==> config.mk <==
export PLATFORM = sky130hd
export DESIGN_NAME = ordered_list_insert_delete_locate
export DESIGN_NICKNAME = d
export VERILOG_FILES = /design/src/sv/olidl_pkg.sv /design/src/sv/ordered_list_insert_delete_locate.sv /design/src/sv/olidl_cell.sv /design/src/sv/olidl_prio.sv
export SDC_FILE = /design/constraint.sdc
export NUM_CORES = 1
export LEC_CHECK = 0
export ABC_CLOCK_PERIOD_IN_PS = 7300
export BUFFER_PORTS_ARGS = -buffer_cell sky130_fd_sc_hd__buf_2
export CORE_MARGIN = 1
export CORE_UTILIZATION = 45
export DETAILED_ROUTE_END_ITERATION = 7
export PLACE_DENSITY_LB_ADDON = 0.25
export SYNTH_ARGS = -nofsm -noshare
export SYNTH_HDL_FRONTEND = slang
export SYNTH_SLANG_ARGS = --single-unit
==> constraint.sdc <==
create_clock -name clk_i -period 7.3 [get_ports clk_i]
set_input_delay 1.46 -clock clk_i [delete_from_list [all_inputs] [get_ports clk_i]]
set_output_delay 1.46 -clock clk_i [all_outputs]
set_load 0.02 [all_outputs]
==> src/sv/olidl_pkg.sv <==
// Shared constants and types for the ordered list block.
`timescale 1ns / 1ps

package olidl_pkg;

  // Default number of list entries
  localparam int unsigned CAPACITY_DEF = 16;

  // Width of one stored word
  localparam int unsigned WORD_W = 32;

  // Width used for position and index compares (holds 0 .. 127)
  localparam int unsigned CMP_W = 7;

  // Field widths
  localparam int unsigned FUNC_W = 2;
  localparam int unsigned POS_W = 5;
  localparam int unsigned STAT_W = 2;

  // Operation codes
  localparam logic [FUNC_W-1:0] FUNC_LOCATE = 2'd0;
  localparam logic [FUNC_W-1:0] FUNC_INSERT = 2'd1;
  localparam logic [FUNC_W-1:0] FUNC_DELETE = 2'd2;

  // Status codes
  localparam logic [STAT_W-1:0] STATUS_DONE = 2'd0;
  localparam logic [STAT_W-1:0] STATUS_RANGE = 2'd1;
  localparam logic [STAT_W-1:0] STATUS_FULL = 2'd2;

  // Control broadcast to every cell of the row
  typedef struct packed {
    logic              ins;
    logic              del;
    logic              loc;
    logic [CMP_W-1:0]  pm1;
    logic [CMP_W-1:0]  cnt;
    logic [WORD_W-1:0] value;
  } cell_ctl_t;

endpackage

==> src/sv/ordered_list_insert_delete_locate.sv <==
// Top level of the ordered list: cell row, length counter, result register.
//
//  channel  dir  tdata (low bit up)                     tuser
//  s_axis   in   position[4:0], value[36:5], pad to 40  func[1:0]
//  m_axis   out  status[1:0], found_at[6:2],            -
//                length[11:7], pad to 16
//
// Each beat is accepted in S_IDLE and evaluated in S_EVAL: the accept edge shifts
// the cell row and latches the compare flags of every cell, and S_EVAL encodes the
// first match and loads the result register; s_axis_tready stays low in S_EVAL. A result
// waiting on m_axis holds off input until that result beat is taken.
// rst_ni clears the length and all handshake state; the cell words are not
// reset and are read only below the length.
`timescale 1ns / 1ps

module ordered_list_insert_delete_locate #(
  parameter int unsigned CAPACITY = olidl_pkg::CAPACITY_DEF
) (
  input  logic        clk_i,
  input  logic        rst_ni,
  input  logic        s_axis_tvalid,
  output logic        s_axis_tready,
  input  logic [39:0] s_axis_tdata,   // position[4:0], value[36:5]
  input  logic [1:0]  s_axis_tuser,   // func[1:0]
  output logic        m_axis_tvalid,
  input  logic        m_axis_tready,
  output logic [15:0] m_axis_tdata    // status[1:0], found_at[6:2], length[11:7]
);

  localparam int unsigned CNT_W = $clog2(CAPACITY + 1);
  localparam int unsigned CW = olidl_pkg::CMP_W;
  localparam int unsigned WW = olidl_pkg::WORD_W;

  typedef enum logic [1:0] {
    S_IDLE = 2'b01,
    S_EVAL = 2'b10
  } state_e;

  state_e state_q, state_d;

  logic [CNT_W-1:0]               count_q, count_d;
  logic [olidl_pkg::STAT_W-1:0]   stat_q, stat_d;
  logic [olidl_pkg::STAT_W-1:0]   out_stat_q;
  logic [olidl_pkg::POS_W-1:0]    out_found_q;
  logic [olidl_pkg::POS_W-1:0]    out_len_q;
  logic                           out_vld_q;

  logic                           in_beat;
  logic [olidl_pkg::FUNC_W-1:0]   func;
  logic [olidl_pkg::POS_W-1:0]    pos;
  logic [WW-1:0]                  value;
  logic [CW-1:0]                  pos_x, cnt_x;
  logic                           ins_bad, ins_full, del_bad;
  olidl_pkg::cell_ctl_t           ctl;
  logic [WW-1:0]                  entry [CAPACITY];
  logic [CAPACITY-1:0]            match;
  logic [olidl_pkg::POS_W-1:0]    found;

  // Unpack the input beat
  assign func  = s_axis_tuser;
  assign pos   = s_axis_tdata[4:0];
  assign value = s_axis_tdata[36:5];

  assign s_axis_tready = (state_q == S_IDLE) && (!out_vld_q || m_axis_tready);
  assign in_beat       = s_axis_tvalid && s_axis_tready;

  // Check positions against the current length
  assign pos_x    = CW'(pos);
  assign cnt_x    = CW'(count_q);
  assign ins_bad  = (pos == '0) || (pos_x > cnt_x + CW'(1));
  assign ins_full = (cnt_x == CW'(CAPACITY));
  assign del_bad  = (pos == '0) || (pos_x > cnt_x);

  // Build the broadcast control and the new length and status
  always_comb begin
    ctl       = '0;
    ctl.pm1   = pos_x - CW'(1);
    ctl.cnt   = cnt_x;
    ctl.value = value;
    count_d   = count_q;
    stat_d    = olidl_pkg::STATUS_DONE;
    if (in_beat) begin
      case (func)
        olidl_pkg::FUNC_LOCATE: begin
          ctl.loc = 1'b1;
        end
        olidl_pkg::FUNC_INSERT: begin
          if (ins_bad) begin
            stat_d = olidl_pkg::STATUS_RANGE;
          end else if (ins_full) begin
            stat_d = olidl_pkg::STATUS_FULL;
          end else begin
            ctl.ins = 1'b1;
            count_d = count_q + CNT_W'(1);
          end
        end
        olidl_pkg::FUNC_DELETE: begin
          if (del_bad) begin
            stat_d = olidl_pkg::STATUS_RANGE;
          end else begin
            ctl.del = 1'b1;
            count_d = count_q - CNT_W'(1);
          end
        end
        default: begin
        end
      endcase
    end
  end

  // Row of cells wired to their neighbors; the first takes the new word on the left, the last its own word on the right
  for (genvar g = 0; g < CAPACITY; g++) begin : g_cell
    logic [WW-1:0] left_w, right_w;
    if (g == 0) begin : g_first
      assign left_w = value;
    end else begin : g_mid_l
      assign left_w = entry[g-1];
    end
    if (g == CAPACITY - 1) begin : g_last
      assign right_w = entry[g];
    end else begin : g_mid_r
      assign right_w = entry[g+1];
    end
    olidl_cell #(
      .IDX(g)
    ) u_cell (
      .clk_i  (clk_i),
      .rst_ni (rst_ni),
      .ctl_i  (ctl),
      .left_i (left_w),
      .right_i(right_w),
      .entry_o(entry[g]),
      .match_o(match[g])
    );
  end

  // Encode the first match latched by the cells
  olidl_prio #(
    .CAPACITY(CAPACITY)
  ) u_prio (
    .match_i(match),
    .found_o(found)
  );

  // Sequence: accept, then evaluate
  always_comb begin
    state_d = state_q;
    unique case (state_q)
      S_IDLE: begin
        if (in_beat) begin
          state_d = S_EVAL;
        end
      end
      S_EVAL: begin
        state_d = S_IDLE;
      end
      default: begin
        state_d = S_IDLE;
      end
    endcase
  end

  always_ff @(posedge clk_i or negedge rst_ni) begin
    if (!rst_ni) begin
      state_q   <= S_IDLE;
      count_q   <= '0;
      out_vld_q <= 1'b0;
    end else begin
      state_q <= state_d;
      count_q <= count_d;
      if (state_q == S_EVAL) begin
        out_vld_q <= 1'b1;
      end else if (m_axis_tready) begin
        out_vld_q <= 1'b0;
      end
    end
  end

  // Hold the pending status, then load the result register
  always_ff @(posedge clk_i) begin
    if (in_beat) begin
      stat_q <= stat_d;
    end
    if (state_q == S_EVAL) begin
      out_stat_q  <= stat_q;
      out_found_q <= found;
      out_len_q   <= olidl_pkg::POS_W'(count_q);
    end
  end

  assign m_axis_tvalid = out_vld_q;
  assign m_axis_tdata  = {4'b0, out_len_q, out_found_q, out_stat_q};

endmodule

==> src/sv/olidl_cell.sv <==
// One list cell: holds an entry, shifts with its neighbors and flags a match.
`timescale 1ns / 1ps

module olidl_cell #(
  parameter int unsigned IDX = 0
) (
  input  logic                                clk_i,
  input  logic                                rst_ni,
  input  olidl_pkg::cell_ctl_t                ctl_i,
  input  logic [olidl_pkg::WORD_W-1:0]        left_i,
  input  logic [olidl_pkg::WORD_W-1:0]        right_i,
  output logic [olidl_pkg::WORD_W-1:0]        entry_o,
  output logic                                match_o
);

  localparam logic [olidl_pkg::CMP_W-1:0] IdxC = olidl_pkg::CMP_W'(IDX);

  logic [olidl_pkg::WORD_W-1:0] entry_q, entry_d;
  logic                         match_q, match_d;

  // Pick the next entry: keep it, take the new word, take the left word, or take the right word
  always_comb begin
    entry_d = entry_q;
    if (ctl_i.ins) begin
      if (IdxC == ctl_i.pm1) begin
        entry_d = ctl_i.value;
      end else if (IdxC > ctl_i.pm1) begin
        entry_d = left_i;
      end
    end else if (ctl_i.del) begin
      if (IdxC >= ctl_i.pm1) begin
        entry_d = right_i;
      end
    end
  end

  // On a locate, flag a held entry below the length equal to the searched word
  assign match_d = ctl_i.loc && (IdxC < ctl_i.cnt) && (entry_q == ctl_i.value);

  always_ff @(posedge clk_i) begin
    entry_q <= entry_d;
  end

  always_ff @(posedge clk_i or negedge rst_ni) begin
    if (!rst_ni) begin
      match_q <= 1'b0;
    end else begin
      match_q <= match_d;
    end
  end

  assign entry_o = entry_q;
  assign match_o = match_q;

endmodule

==> src/sv/olidl_prio.sv <==
// Priority encoder: lowest matching cell as a 1-based position, 0 if none.
`timescale 1ns / 1ps

module olidl_prio #(
  parameter int unsigned CAPACITY = olidl_pkg::CAPACITY_DEF
) (
  input  logic [CAPACITY-1:0]           match_i,
  output logic [olidl_pkg::POS_W-1:0]   found_o
);

  // Scan from the top so the lowest match wins
  always_comb begin
    found_o = '0;
    for (int i = CAPACITY - 1; i >= 0; i--) begin
      if (match_i[i]) begin
        found_o = olidl_pkg::POS_W'(i + 1);
      end
    end
  end

endmodule

==> reports/results.txt <==
Rows - 100
Root buffer cell - clkbuf_16
Max-Slew Margin vs Limit - 15.4%
Post-Syn Area - 33800 sq um
Power per cell area - 220 nW/um^2
CP endpoint kind - flop
Most numerous cell in the Yosys netlist - edfxtp_1
Post-synthesis adder-cell area fraction - 0.739%
Crit Path Max Fanout - 32
Overflow after GRT - 0
Layout cells sized above 1 - 9.78%
Largest net degree at the start of global routing - 237
Clock power share - 38.2%
I/O Pins - 64
WL final - 110000 microns
Port Buffers - 56
Drt wl/cell - 27.0 microns
Hold Buf Count CTS - 0
Status - complete, no violations
Seq pwr share - 46.5%
Non-Filler Instances - 4080
Worst hold path type - reg2reg
Syn Area/Cell - 10.7 sq um
Skew final - 0.0485 ns
Max_cap viols - 0
First-pass GRT wire length - 162000 microns
Post-synth cell types - 55
Initial antenna violation count - 9
LEAKAGE - 14.0 nW
Power Internal - 0.00578 W
Hold Vio Cnt, Final - 0
Iteration-0 DRC Markers - 3539
Die width - 276 microns
Antenna Nets Post-Route - 0
Worst hold slack - 0.423 ns
Gpl congestion - 0.914
Die footprint - 76300 sq um
Ys Warns - 0
Area share of xor/xnor cells in the synthesized design - 13.4%
WS Path Type - in2reg
Area share of the largest cell type after synthesis - 46.7%
Area delta synth->final - 8.71%
Drt via density - 6.12
Met2 Track Usage GR - 40.2%
Commonest cells in the netlist - edfxtp_1, nand2_1, mux2i_1
Synth Area in Compound Gates - 7.87%
NumNets Final - 3125
RSZ-0062 raised after global routing - no
Switching share of power - 28.5%
Count of final setup violators - 0
Slew Viols, Final - 0
Placed Instances - 3965
Startpoint Class - primary input
Sink Count - 550
Core area - 74400 sq um
Combinational Power Share - 15.3%
DP Wirelength - 78200 microns
DRC Markers - 0
CTS tree - yes
Worst EP arrival - 5.05 ns
Via count of the routed design - 25.0k
Synth area leader - edfxtp_1
Post-layout min period - 4.69 ns
Highest Clock Rate - 0.213 GHz
Vias in the first global route - 24.0k
Max VDD drop - 193 uV
Main synth FF type - edfxtp_1
Total CTS buffers - 61
Leading post-synthesis cells by cell area - edfxtp_1, mux2i_1, xor2_1, xnor2_1, o21ai_0
Sum Neg Setup Slack - 0 ns
Switching Power - 0.00230 W
Die Ht - 276 microns
Clk buf depth - 3
Reg clk slew, reported paths - 0.06 ns
TritonRoute pass-1 iters - 8
Syn Inst Count - 3168
Largest family of logic cells by synthesized area - multiplexers
Post-synthesis sequential area ratio - 48.5%
Initial Utilization - 45.5%
CP required - 7.66 ns
Post-synthesis simple-gate area fraction - 9.86%
Part of the cycle the worst path needs - 64.2%
Share of synthesized flip-flops with an asynchronous set or reset - 4.36%
Setup Buffers After CTS - 0
Post-synthesis mux area share - 15.6%
H-tree Lvls - 2
Gr busiest metal - met1
M1 GR Usage - 42.2%
Gr usage total - 28.2%
Post-layout util - 49.4%
Worst-Margin Slew - 1.26 ns
EDFF count, synth - 526
Post-cts resize count - 0
Clock Latency Late Sink - 0.66 ns
Yosys reg bits - 550
Layout fillers - 6642
Routing usage on met3 - 6.20%
==> sequential cells by signal (all words and copies together), names as in the netlist <==
name,flops
g_cell.u_cell.entry_o,512
g_cell.u_cell.match_o,16
count_q,5
out_found_q,5
out_len_q,5
out_stat_q,2
stat_q,2
state_q,2
m_axis_tvalid,1
==> worst paths after layout <==
| path | from | slack (ns) | depth (start not counted) | endpoint |
|---|---|---|---|---|
| min | stat_q[0]$_DFFE_PP_ | 0.42 | 0 | out_stat_q[0]$_DFFE_PP_ |
| max | s_axis_tdata[0] | 2.61 | 9 | g_cell[11].u_cell.entry_o[9]$_DFFE_PP_ |
| max in group asynchronous | rst_ni | 6.10 | 1 | state_q[0]$_DFFE_PN1P_ |
| min reg2reg | stat_q[0]$_DFFE_PP_ | 0.42 | 0 | out_stat_q[0]$_DFFE_PP_ |
| min in group asynchronous | rst_ni | 0.80 | 1 | count_q[2]$_DFFE_PN0P_ |
| max reg2reg | count_q[0]$_DFFE_PN0P_ | 2.92 | 9 | g_cell[15].u_cell.entry_o[12]$_DFFE_PP_ |
==> metal layers <==
layer  up-vias  share of wire [%]
met5         -              0.045
met4         8                3.0
met3       213                 11
met2      1359                 42
met1     12299                 44
li1      11085                  -
==> power by group through the flow <==
stage / Clock, W / Sequential (W) / Combinational, W
floorplan: 0 / 0.00374 / 0.000875
global placement: 0 / 0.00382 / 0.00118
detailed placement: 0 / 0.00382 / 0.00121
CTS: 0.00312 / 0.00376 / 0.00121
global route: 0.00323 / 0.00377 / 0.00133
finish: 0.00309 / 0.00376 / 0.00123
==> logic make-up after synthesis <==
| family | count (synthesis) |
|---|---|
| and+or+nand+nor | 733 |
| DFF | 550 |
| xor gates and xnor gates | 518 |
| AOI/OAI and AO/OA | 511 |
| muxes | 511 |
| buffers and inverters | 324 |
| adders and majority gates | 20 |
| other | 1 |
==> metrics by stage <==
stage	setup slack, ns	power (W)	cell area [sq um]
floorplan	0.486	0.00461	33900
global placement	2.21	0.00500	34800
detailed placement	2.06	0.00503	34800
CTS	2.70	0.00809	36800
global route	2.37	0.00833	36800
finish	2.61	0.00808	36800
==> layout make-up <==
class	count	area, sq um	area share (%)
Clock inverter	34	303	0.823
Clock buffer	79	1660	4.50
Multi-Input combinational cell	2297	16300	44.3
Sequential cell	550	16400	44.6
Antenna cell	2	5.00	0.0136
Timing Repair Buffer	124	841	2.29
Tap cell	969	1210	3.30
Inverter	25	93.8	0.255
==> cells in the final DEF, fill, tap and decap left out, drive strengths merged, types with 4 or more instances in the layout <==
cell type / count
bufinv: 5
a211oi: 4
buf: 124
a21boi: 4
clkbuf: 79
ha: 20
dfrtp: 23
nand3: 9
nand4: 80
o2111ai: 4
a21oi: 17
xor2: 271
nand2b: 4
inv: 26
nor3b: 5
mux2: 62
nor4: 88
and3: 5
mux2i: 449
nor3: 26
nor2b: 7
clkinv: 27
nand2: 473
conb: 4
or4: 4
nor2: 21
edfxtp: 526
xnor2: 247
o21ai: 460
a2111oi: 5
==> worst max-delay path, stage by stage <==
cell	delay (ns)
buf_2	0.24
inv_1	0.18
ha_1	0.33
ha_1	0.66
inv_1	0.28
nor4_1	0.56
nand2_2	0.76
mux2i_1	0.40
o21ai_0	0.13
(Power assumes the default switching activity.)
